<file path="src/hw/rtl/cle_pkg.sv">
// types and codes shared by the cursor list engine modules
package cle_pkg;

    typedef enum logic [3:0] {
        OP_INSERT  = 4'd0,
        OP_REMOVE  = 4'd1,
        OP_REPLACE = 4'd2,
        OP_CLEAR   = 4'd3,
        OP_BEGIN   = 4'd4,
        OP_END     = 4'd5,
        OP_NEXT    = 4'd6,
        OP_PRIOR   = 4'd7,
        OP_MOVE    = 4'd8,
        OP_FIND    = 4'd9
    } op_t;

    typedef enum logic [2:0] {
        ST_OK       = 3'd0,
        ST_FULL     = 3'd1,
        ST_EMPTY    = 3'd2,
        ST_AT_END   = 3'd3,
        ST_AT_BEGIN = 3'd4,
        ST_RANGE    = 3'd5
    } status_t;

    typedef enum logic [1:0] {
        SEL_HOLD  = 2'd0,
        SEL_LEFT  = 2'd1,
        SEL_RIGHT = 2'd2,
        SEL_DIN   = 2'd3
    } cell_sel_t;

    typedef struct packed {
        cell_sel_t sel;
        logic      cmp_en;
    } cell_ctl_t;

    typedef enum logic [3:0] {
        S_IDLE = 4'b0001,
        S_EXEC = 4'b0010,
        S_SCAN = 4'b0100,
        S_DONE = 4'b1000
    } state_t;

endpackage

</file>
<file path="src/hw/rtl/cursor_list_engine.sv">
// cursor list engine: a row of item cells with a cursor, one operation per request
// a request steps from the execute state to the done state; a find on a non-empty list scans between them
// one request at a time: a new one is taken only in the idle state, after the result is loaded;
//   the find scan walks the registered match bits one cell per cycle
// a finished result waits in the output register while the next request is taken
// reset clears count, cursor, control and output valid; cell contents stay undefined
module cursor_list_engine
    import cle_pkg::*;
#(
    parameter int MAX_ITEMS  = 16,
    parameter int ITEM_WIDTH = 32
)
(
    input  logic                  clk,
    input  logic                  rst_n,
    input  logic                  in_valid,
    output logic                  in_ready,
    input  logic [3:0]            operation,
    input  logic [ITEM_WIDTH-1:0] data_item,
    input  logic [3:0]            position,
    output logic                  out_valid,
    input  logic                  out_ready,
    output logic [2:0]            status,
    output logic                  found,
    output logic [ITEM_WIDTH-1:0] cursor_item,
    output logic [3:0]            cursor_position,
    output logic [4:0]            item_count
);

    localparam int IDX_W = (MAX_ITEMS > 1) ? $clog2(MAX_ITEMS) : 1;
    localparam int CNT_W = $clog2(MAX_ITEMS + 1);
    localparam int PW    = (CNT_W > 4) ? CNT_W : 4;
    localparam logic [CNT_W-1:0] FULL_CNT = CNT_W'(MAX_ITEMS);

    state_t                state_reg, state_next;
    op_t                   op_reg, op_next;
    logic [ITEM_WIDTH-1:0] data_reg, data_next;
    logic [3:0]            pos_reg, pos_next;
    logic [CNT_W-1:0]      count_reg, count_next;
    logic [IDX_W-1:0]      cursor_reg, cursor_next;
    logic [IDX_W-1:0]      scan_reg, scan_next;
    logic [MAX_ITEMS-1:0]  hit_reg, hit_next;
    status_t               res_status_reg, res_status_next;
    logic                  res_found_reg, res_found_next;

    logic                  out_valid_reg, out_valid_next;
    status_t               out_status_reg, out_status_next;
    logic                  out_found_reg, out_found_next;
    logic [ITEM_WIDTH-1:0] out_item_reg, out_item_next;
    logic [3:0]            out_pos_reg, out_pos_next;
    logic [4:0]            out_count_reg, out_count_next;

    logic [ITEM_WIDTH-1:0] item_arr [MAX_ITEMS];
    logic [MAX_ITEMS-1:0]  hit_vec;
    cell_ctl_t             ctl_arr [MAX_ITEMS];
    logic [ITEM_WIDTH-1:0] cur_item;
    logic [ITEM_WIDTH-1:0] din_bus;
    logic [CNT_W-1:0]      c_ext;
    logic [CNT_W-1:0]      p_ext;
    logic [IDX_W-1:0]      p_idx;
    logic                  empty;
    logic                  pos_ok;
    logic                  in_take;
    logic                  out_load;

    assign in_take  = in_valid && in_ready;
    assign in_ready = (state_reg == S_IDLE);
    assign empty    = (count_reg == '0);
    assign c_ext    = CNT_W'(cursor_reg);
    assign pos_ok   = (PW'(pos_reg) < PW'(count_reg));
    assign p_idx    = IDX_W'(pos_reg);
    assign p_ext    = CNT_W'(p_idx);
    assign cur_item = item_arr[cursor_reg];
    // a move reinserts the cursor item, everything else writes the request data
    assign din_bus  = (op_reg == OP_MOVE) ? cur_item : data_reg;

    // per-cell shift control, only in the execute cycle
    for (genvar k = 0; k < MAX_ITEMS; k++)
    begin : g_cell
        localparam logic [CNT_W-1:0] K = CNT_W'(k);
        logic [ITEM_WIDTH-1:0] left_item;
        logic [ITEM_WIDTH-1:0] right_item;

        always_comb
        begin
            ctl_arr[k].sel    = SEL_HOLD;
            ctl_arr[k].cmp_en = (state_reg == S_EXEC);
            if (state_reg == S_EXEC)
            begin
                case (op_reg)
                    OP_INSERT:
                    begin
                        if (empty)
                        begin
                            if (K == '0)
                                ctl_arr[k].sel = SEL_DIN;
                        end
                        else if (count_reg != FULL_CNT)
                        begin
                            if (K == c_ext + 1'b1)
                                ctl_arr[k].sel = SEL_DIN;
                            else if ((K > c_ext) && (K <= count_reg))
                                ctl_arr[k].sel = SEL_LEFT;
                        end
                    end
                    OP_REMOVE:
                    begin
                        if (!empty && (K >= c_ext) && (K + 1'b1 < count_reg))
                            ctl_arr[k].sel = SEL_RIGHT;
                    end
                    OP_REPLACE:
                    begin
                        if (!empty && (K == c_ext))
                            ctl_arr[k].sel = SEL_DIN;
                    end
                    OP_MOVE:
                    begin
                        if (pos_ok)
                        begin
                            if (K == p_ext)
                                ctl_arr[k].sel = SEL_DIN;
                            else if ((c_ext < p_ext) && (K >= c_ext) && (K < p_ext))
                                ctl_arr[k].sel = SEL_RIGHT;
                            else if ((c_ext > p_ext) && (K > p_ext) && (K <= c_ext))
                                ctl_arr[k].sel = SEL_LEFT;
                        end
                    end
                    default:
                    begin
                        ctl_arr[k].sel = SEL_HOLD;
                    end
                endcase
            end
        end

        if (k == 0)
        begin : g_first
            assign left_item = '0;
        end
        else
        begin : g_mid_l
            assign left_item = item_arr[k-1];
        end

        if (k == MAX_ITEMS - 1)
        begin : g_last
            assign right_item = '0;
        end
        else
        begin : g_mid_r
            assign right_item = item_arr[k+1];
        end

        cle_cell #(
            .ITEM_WIDTH (ITEM_WIDTH)
        ) u_cell (
            .clk        (clk),
            .ctl        (ctl_arr[k]),
            .left_item  (left_item),
            .right_item (right_item),
            .din        (din_bus),
            .key        (data_reg),
            .item       (item_arr[k]),
            .hit        (hit_vec[k])
        );
    end

    always_comb
    begin
        state_next      = state_reg;
        op_next         = op_reg;
        data_next       = data_reg;
        pos_next        = pos_reg;
        count_next      = count_reg;
        cursor_next     = cursor_reg;
        scan_next       = scan_reg;
        hit_next        = hit_reg;
        res_status_next = res_status_reg;
        res_found_next  = res_found_reg;
        out_load        = 1'b0;

        case (state_reg)
            S_IDLE:
            begin
                if (in_take)
                begin
                    op_next    = op_t'(operation);
                    data_next  = data_item;
                    pos_next   = position;
                    state_next = S_EXEC;
                end
            end
            S_EXEC:
            begin
                res_status_next = ST_OK;
                res_found_next  = 1'b0;
                state_next      = S_DONE;
                case (op_reg)
                    OP_INSERT:
                    begin
                        if (count_reg == FULL_CNT)
                            res_status_next = ST_FULL;
                        else if (empty)
                        begin
                            cursor_next = '0;
                            count_next  = CNT_W'(1);
                        end
                        else
                        begin
                            cursor_next = cursor_reg + 1'b1;
                            count_next  = count_reg + 1'b1;
                        end
                    end
                    OP_REMOVE:
                    begin
                        if (empty)
                            res_status_next = ST_EMPTY;
                        else
                        begin
                            count_next = count_reg - 1'b1;
                            if (cursor_reg != '0)
                                cursor_next = cursor_reg - 1'b1;
                        end
                    end
                    OP_REPLACE:
                    begin
                        if (empty)
                            res_status_next = ST_EMPTY;
                    end
                    OP_CLEAR:
                    begin
                        count_next  = '0;
                        cursor_next = '0;
                    end
                    OP_BEGIN:
                    begin
                        if (empty)
                            res_status_next = ST_EMPTY;
                        else
                            cursor_next = '0;
                    end
                    OP_END:
                    begin
                        if (empty)
                            res_status_next = ST_EMPTY;
                        else
                            cursor_next = IDX_W'(count_reg - 1'b1);
                    end
                    OP_NEXT:
                    begin
                        if (empty)
                            res_status_next = ST_EMPTY;
                        else if (c_ext + 1'b1 >= count_reg)
                            res_status_next = ST_AT_END;
                        else
                            cursor_next = cursor_reg + 1'b1;
                    end
                    OP_PRIOR:
                    begin
                        if (empty)
                            res_status_next = ST_EMPTY;
                        else if (cursor_reg == '0)
                            res_status_next = ST_AT_BEGIN;
                        else
                            cursor_next = cursor_reg - 1'b1;
                    end
                    OP_MOVE:
                    begin
                        if (!pos_ok)
                            res_status_next = ST_RANGE;
                        else
                            cursor_next = p_idx;
                    end
                    OP_FIND:
                    begin
                        if (empty)
                            res_status_next = ST_EMPTY;
                        else
                        begin
                            hit_next   = hit_vec;
                            scan_next  = '0;
                            state_next = S_SCAN;
                        end
                    end
                    default:
                    begin
                        res_status_next = ST_OK;
                    end
                endcase
            end
            S_SCAN:
            begin
                // first match from the start wins; no match keeps the cursor
                if (hit_reg[scan_reg])
                begin
                    cursor_next    = scan_reg;
                    res_found_next = 1'b1;
                    state_next     = S_DONE;
                end
                else if (CNT_W'(scan_reg) + 1'b1 >= count_reg)
                    state_next = S_DONE;
                else
                    scan_next = scan_reg + 1'b1;
            end
            S_DONE:
            begin
                if (!out_valid_reg || out_ready)
                begin
                    out_load   = 1'b1;
                    state_next = S_IDLE;
                end
            end
            default:
            begin
                state_next = S_IDLE;
            end
        endcase
    end

    always_comb
    begin
        out_valid_next  = out_valid_reg && !out_ready;
        out_status_next = out_status_reg;
        out_found_next  = out_found_reg;
        out_item_next   = out_item_reg;
        out_pos_next    = out_pos_reg;
        out_count_next  = out_count_reg;
        if (out_load)
        begin
            out_valid_next  = 1'b1;
            out_status_next = res_status_reg;
            out_found_next  = res_found_reg;
            out_item_next   = empty ? '0 : cur_item;
            out_pos_next    = empty ? 4'd0 : 4'(cursor_reg);
            out_count_next  = 5'(count_reg);
        end
    end

    always_ff @(posedge clk or negedge rst_n)
    begin
        if (!rst_n)
        begin
            state_reg     <= S_IDLE;
            count_reg     <= '0;
            cursor_reg    <= '0;
            out_valid_reg <= 1'b0;
        end
        else
        begin
            state_reg     <= state_next;
            count_reg     <= count_next;
            cursor_reg    <= cursor_next;
            out_valid_reg <= out_valid_next;
        end
    end

    always_ff @(posedge clk)
    begin
        op_reg         <= op_next;
        data_reg       <= data_next;
        pos_reg        <= pos_next;
        scan_reg       <= scan_next;
        hit_reg        <= hit_next;
        res_status_reg <= res_status_next;
        res_found_reg  <= res_found_next;
        out_status_reg <= out_status_next;
        out_found_reg  <= out_found_next;
        out_item_reg   <= out_item_next;
        out_pos_reg    <= out_pos_next;
        out_count_reg  <= out_count_next;
    end

    assign out_valid       = out_valid_reg;
    assign status          = out_status_reg;
    assign found           = out_found_reg;
    assign cursor_item     = out_item_reg;
    assign cursor_position = out_pos_reg;
    assign item_count      = out_count_reg;

endmodule

</file>
<file path="src/hw/rtl/cle_cell.sv">
// one list slot: holds an item, shifts to or from its neighbors, compares against a key
module cle_cell
    import cle_pkg::*;
#(
    parameter int ITEM_WIDTH = 32
)
(
    input  logic                  clk,
    input  cell_ctl_t             ctl,
    input  logic [ITEM_WIDTH-1:0] left_item,
    input  logic [ITEM_WIDTH-1:0] right_item,
    input  logic [ITEM_WIDTH-1:0] din,
    input  logic [ITEM_WIDTH-1:0] key,
    output logic [ITEM_WIDTH-1:0] item,
    output logic                  hit
);

    logic [ITEM_WIDTH-1:0] item_reg;
    logic [ITEM_WIDTH-1:0] item_next;

    always_comb
    begin
        case (ctl.sel)
            SEL_HOLD:  item_next = item_reg;
            SEL_LEFT:  item_next = left_item;
            SEL_RIGHT: item_next = right_item;
            SEL_DIN:   item_next = din;
            default:   item_next = item_reg;
        endcase
    end

    always_ff @(posedge clk)
    begin
        item_reg <= item_next;
    end

    assign item = item_reg;
    assign hit  = ctl.cmp_en && (item_reg == key);

endmodule

</file>
<file path="config.mk">
export PLATFORM = sky130hd
export DESIGN_NAME = cursor_list_engine
export DESIGN_NICKNAME = d
export VERILOG_FILES = /design/src/hw/rtl/cle_pkg.sv /design/src/hw/rtl/cursor_list_engine.sv /design/src/hw/rtl/cle_cell.sv
export SDC_FILE = /design/constraint.sdc
export NUM_CORES = 2
export LEC_CHECK = 0
export ABC_AREA = 0
export ABC_CLOCK_PERIOD_IN_PS = 18200
export BUFFER_PORTS_ARGS = -buffer_cell sky130_fd_sc_hd__clkbuf_2
export CORE_MARGIN = 1.5
export CORE_UTILIZATION = 55
export CTS_CLUSTER_DIAMETER = 150
export CTS_CLUSTER_SIZE = 12
export DETAILED_ROUTE_END_ITERATION = 8
export MAX_ROUTING_LAYER = met4
export PLACE_DENSITY = 0.75
export SLEW_MARGIN = 10
export SYNTH_ARGS = -nofsm -noshare
export SYNTH_HDL_FRONTEND = slang
export SYNTH_SLANG_ARGS = --single-unit
</file>
<file path="constraint.sdc">
create_clock -name clk -period 18.2 [get_ports clk]
set_clock_uncertainty 0.1 [all_clocks]
set_input_delay 1.82 -clock clk [delete_from_list [all_inputs] [get_ports clk]]
set_output_delay 1.82 -clock clk [all_outputs]
set_load 0.005 [all_outputs]
</file>
; ---- Word-level counts from Yosys, hierarchy flattened
; Cells that the tools add are included.
[word_totals]
wordCells = 744
regBits = 635
out_inout_bits = 47
in_bits = 44
[classes]
bitwise_logic = 2
order_cmp = 119
reduce_logical = 183
add_sub_neg = 7
mux = 256
n_eq_ne = 145
[ops]
columns = cell, count
row1 = case mux 32 bit (3 select lines), 16
row2 = equality test 32 bit, 16
row3 = two-way mux 2 bit, 147
row4 = logical AND 1 bit, 146
row5 = binary-select mux 32 bit (select 4 bit), 1
row6 = case mux 2 bit (4 select lines), 16
row7 = two-way mux 32 bit, 3
row8 = two-way mux 4 bit, 21
row9 = "equality test 2 bit, second input constant", 32
row10 = "equality test 4 bit, first input constant", 16
row11 = "> comparator 4 bit, first input constant", 16
row12 = "equality test 4 x 5 -> 1 bit, first input constant", 8
row13 = "less-or-equal comparator 4 x 5 -> 1 bit, first input constant", 8
row14 = "less-than comparator 4 x 5 -> 1 bit, first input constant", 8
row15 = two-way mux 1 bit, 38
row16 = "inequality test 3 bit, second input constant", 11
row17 = "equality test 2 x 1 -> 1 bit, second input constant", 16
row18 = "equality test 3 x 4 -> 1 bit, first input constant", 8
row19 = ">= comparator 4 bit, first input constant", 8
row20 = "> comparator 3 x 4 -> 1 bit, first input constant", 8
row21 = "less-or-equal comparator 4 bit, first input constant", 8
row22 = logical NOT 2 bit, 16
row23 = "less-than comparator 4 bit, first input constant", 8
row24 = case mux 4 bit (8 select lines), 1
row25 = 66 further kinds, 136

; ---- Longest topological paths before layout
[logic_depth]
depth_word = 11
ltp_mapped = 16

; ---- Cells and area by module
; Synthesis repeated with hierarchy kept, for this count alone.
[hier_totals]
hier_cells = 4099
area_unflattened_um2 = 43254.0
[modules_own_cells]
columns = module, seq_area_each_um2, area_each_um2, cells_per_inst, instances
row1 = cle_cell, 960.9, 1978.1, 184, 16
row2 = cursor_list_engine, 3624.7, 11603.6, 1155, 1

; ---- Worst setup path after synthesis
; Ideal clock, no wire load.
[synth_timing]
path_kind = register to register
start = reg cursor_reg[0]
end = reg g_cell[4].u_cell.item_reg[0] (enable)
n_path_buf = 7
path_slack_ns = 12.360
synth_period_minus_slack_ns = 5.840
setup_time_ns = 0.466
stages_incl_launch_ff = 16
arrival_ns = 5.275
cell_sequence = dfrtp_1 buf_2 buf_4 buf_2 buf_2 inv_1 ha_1 nor2b_1 o211ai_1 buf_2 a21boi_1 a31oi_1 o21a_1 buf_2 buf_4 o21ai_0
[synth_via]
elab_chain_len = 10
elab_cells_between_ends = 29
[synth_rtl]
columns = item, line_no
row1 = start: declaration, cursor_list_engine.sv:40  ; logic [IDX_W-1:0] cursor_reg, cursor_next;
row2 = start signal: assignment, cursor_list_engine.sv:352  ; cursor_reg <= cursor_next;
row3 = branches (longest 7 deep; another with adder 4 x 1 -> 5 bit), n/a
row4 = case mux 2 bit (4 select lines) (*), cursor_list_engine.sv:90  ; case (op_reg)
row5 = two-way mux 2 bit (*), cursor_list_engine.sv:88  ; if (state_reg == S_EXEC)
row6 = logical NOT 2 bit (*), cle_cell.sv:23  ; case (ctl.sel)
row7 = end signal: assignment, cle_cell.sv:34  ; item_reg <= item_next;
row8 = end: declaration, cle_cell.sv:18  ; logic [ITEM_WIDTH-1:0] item_reg;
; Every way passes the cells marked *.
; A chain may end at the register's enable or synchronous reset.

; ---- Worst setup path after layout
[layout_timing]
start = reg cursor_reg[2]
end = reg g_cell[13].u_cell.item_reg[11] (enable)
[layout_via]
elab_chain_len = 10
elab_cells_between_ends = 29
[layout_rtl]
columns = item, line_no
row1 = branches (longest 7 deep; another with adder 4 x 1 -> 5 bit), n/a
row2 = case mux 2 bit (4 select lines) (*), cursor_list_engine.sv:90
row3 = two-way mux 2 bit (*), cursor_list_engine.sv:88
row4 = logical NOT 2 bit (*), cle_cell.sv:23
row5 = end signal: assignment, cle_cell.sv:34
row6 = end: declaration, cle_cell.sv:18
; Marked as above.

==> metrics.md <==
| Metric | Value |
|---|---|
| Synth top area cells | `edfxtp_1, mux2i_1, xnor2_1, mux4_2, o21ai_0` |
| Synth warn | `0` |
| Synth Area per Inst | `approximately 11 sq um` |
| Post-synth EDFFs | `roughly 620` |
| CP most frequent cell | `buf_4` |
| Final Hold Vio Count | `0` |
| Post-layout util | `0.592` |
| CTS Root Cell | `clkbuf_16` |
| Worst path required time | `18,470 ps` |
| Final worst setup slack | `12,480 ps` |
| Ys async rst share | `0.0220` |
| Pwr Density | `about 100 nW/um^2` |
| I/O pins | `just over 90` |
| DRT Pass-1 Iters | `6` |
| Critical Path Start | `cursor_reg[2]` |
| Number of global-route vias before repair | `approximately 34,000` |
| Crit Path Max Fanout | `65` |
| Worst-case clock buffer depth | `3` |
| WP depth | `10` |
| FMAX | `175 MHz` |
| Core ar. | `approximately 80,000 sq um` |
| Worst vdd ir | `approximately 0.11 mV` |
| Area leader, netlist | `edfxtp_1` |
| Worst setup path endpoint | `g_cell[13].u_cell.item[11]` |
| # Max-Cap Violations | `0` |
| Max incr delay on CP | `roughly 800 ps` |
| Post-synthesis cell area | `roughly 44,000 sq um` |
| Slowest CP cell | `dfrtp_4` |
| DIE WIDTH | `between 200 and 300 microns` |
| Initial antenna violation count | `10` |
| Crit path buffers/inverters | `4` |
| FF-to-FF path depth | `10` |
| Status | `complete, no violations` |
| Cell variety after synth | `around 90` |
| Initial core utilization | `0.555` |
| Largest net degree at the start of global routing | `73` |
| Yosys top cell area share | `0.425` |
| Fin crit period | `about 5700 ps` |
| Routed Wire Length | `a little over 200 mm` |
| Die Ht | `~290 microns` |
| Reg2reg start | `cursor_reg[2]` |
| Final setup fails | `0` |
| GRT Total Usage | `0.519` |
| Period utilisation layout | `0.314` |
| Initial DRC Count | `6,784` |
| Worst Setup End Kind | `register` |
| CTS tree | `done` |
| Global-route wire length before repair | `283 mm` |
| Synth Net Count | `4,076` |
| NumNets Final | `around 4,000` |
| Register area share after synthesis | `0.433` |
| Worst skew pair latency | `680 ps` |
| Dpl ws | `about 13,000 ps` |
| Rows | `approximately 100` |
| Routability Congestion | `1.13` |
| Via count | `approximately 37,000` |
| Most common cell after layout, fill and taps aside | `edfxtp_1` |
| CP delay by family, top | `buffers and inverters` |
| Reg area | `about 19,000 sq um` |
| Die area | `81,400 sq um` |
| CTS Buf Count | `just under 60` |
| Kind of critical path | `reg -> reg` |
| Drt drc | `0` |
| Area of the multi-input gates | `23,400 sq um` |
| Post-CTS Hold Buffers | `0` |
| Hold slack | `about 320 ps` |
| Grt ovf | `0` |
| Clk slew on worst S/H paths | `70 ps` |
| Post-CTS sizing | `0` |
| Cell count after synthesis | `around 4,000` |
| Clock sinks | `635` |
| Fillers | `around 6,600` |
| Pleak | `around 16 nW` |
| Postcts setup bufs | `0` |
| Crit path arrival time | `approximately 6000 ps` |
| Slew headroom | `0.0706` |
| Most frequent cells in the layout | `edfxtp_1, nand2_1, mux2i_1` |
| Mean routed wirelength per cell | `roughly 42 microns` |
| RSZ-0062 raised after global routing | `no` |
| R2R setup slack | `around 12,000 ps` |
| Synth Flop Type | `edfxtp_1` |
| Hold Crit Class | `reg -> reg` |
| Via/cell ratio | `between 7 and 8` |
| Area Growth Syn to Fin | `6.77%` |
| Largest register FFs | `around 510` |
| Worst r2r dst | `g_cell[13].u_cell.item[11]` |
| Layout cells sized above 1 | `0.163` |
| FF+latch count, synth | `635` |
| Cells along the critical path | `buf_4 -> buf_4 -> and2_0 -> a21oi_1 -> a32oi_1 -> a2111oi_0 -> o31ai_4 -> buf_4 -> nand2_2 -> buf_4` |
| Worst Max-Slew Pin Slew | `between 1000 and 1500 ps` |
| Pins Over Slew Limit | `0` |
| CP Launch Type | `register` |
| TNS Setup | `0 ps` |
| Post-DP HPWL | `between 100 and 150 mm` |
| Total power | `between 4 and 5 mW` |
| # H-tree levels | `2` |
| Routed Antenna Nets | `0` |
| Port bufs | `90` |
[worst min path at each step]
stage / startpoint / end / slack [ps] / depth (start not counted)
2_1_floorplan: res_found_reg / found / 300 / 0
3_3_place_gp: res_status_reg[2] / status[2] / 310 / 0
3_5_place_dp: res_status_reg[2] / status[2] / 310 / 0
4_1_cts: res_status_reg[2] / status[2] / 330 / 0
5_1_grt: res_status_reg[2] / status[2] / 330 / 0
6_report: res_status_reg[0] / status[0] / 320 / 0
[cells in the mapped netlist, types with 88 or more instances]
cell type  instances
a21oi_1           88
edfxtp_1         621
o21ai_0          397
mux2_2           119
nand4_1          109
nor2_1           129
xnor2_1          373
xor2_1           147
buf_2            106
mux2i_1          410
clkbuf_1         198
nand2_1          472
mux4_2           133
[through the flow]
stage / instances / instance area (sq um)
6_report: 4993 / 46800
5_1_grt: 4993 / 46800
4_1_cts: 4985 / 46800
3_5_place_dp: 4914 / 45200
3_3_place_gp: 4914 / 45200
2_1_floorplan: 4003 / 43800
[cell type report]
class                           instances  area share
Tap cell                             1050      0.0281
Multi-Input combinational cell       2988       0.500
Clock buffer                           68      0.0318
Timing Repair Buffer                  221      0.0309
Antenna cell                            8    0.000428
Clock inverter                          3     0.00118
Inverter                               20     0.00160
Sequential cell                       635       0.406
[where the power goes]
group	internal (mW)	switching, mW
Clock	0.570	0.585
Sequential	1.67	0.103
Combinational	0.617	1.34
[layer usage]
metal,vias to the layer above,global-route usage,share of wire
li1,14704,-,-
met1,18092,0.646,0.35
met2,3217,0.717,0.42
met3,676,0.164,0.14
met4,0,0.358,0.088
met5,-,-,0
[kinds of logic (layout without fill, tap and decap cells)]
kind of cell    count (synthesis)  count (layout)  share of synthesized area
compound gates                791             791                      0.110
fa+ha+maj                      29              29                    0.00828
buf+inv                       380             312                     0.0410
mux                           691             691                      0.202
xor+xnor                      520             520                      0.104
other cells                     0               8                          0
simple gates                  957             957                      0.102
flops                         635             635                      0.433
[worst reg2reg max path, delay by kind of cell (launching register included)]
kind	cells	cell delay [ps]
buffers and inverters	4	2680
AND/OR/NAND/NOR	2	1060
flip-flops	1	820
AO/OA/AOI/OAI	4	750
(Power assumes the default switching activity.)
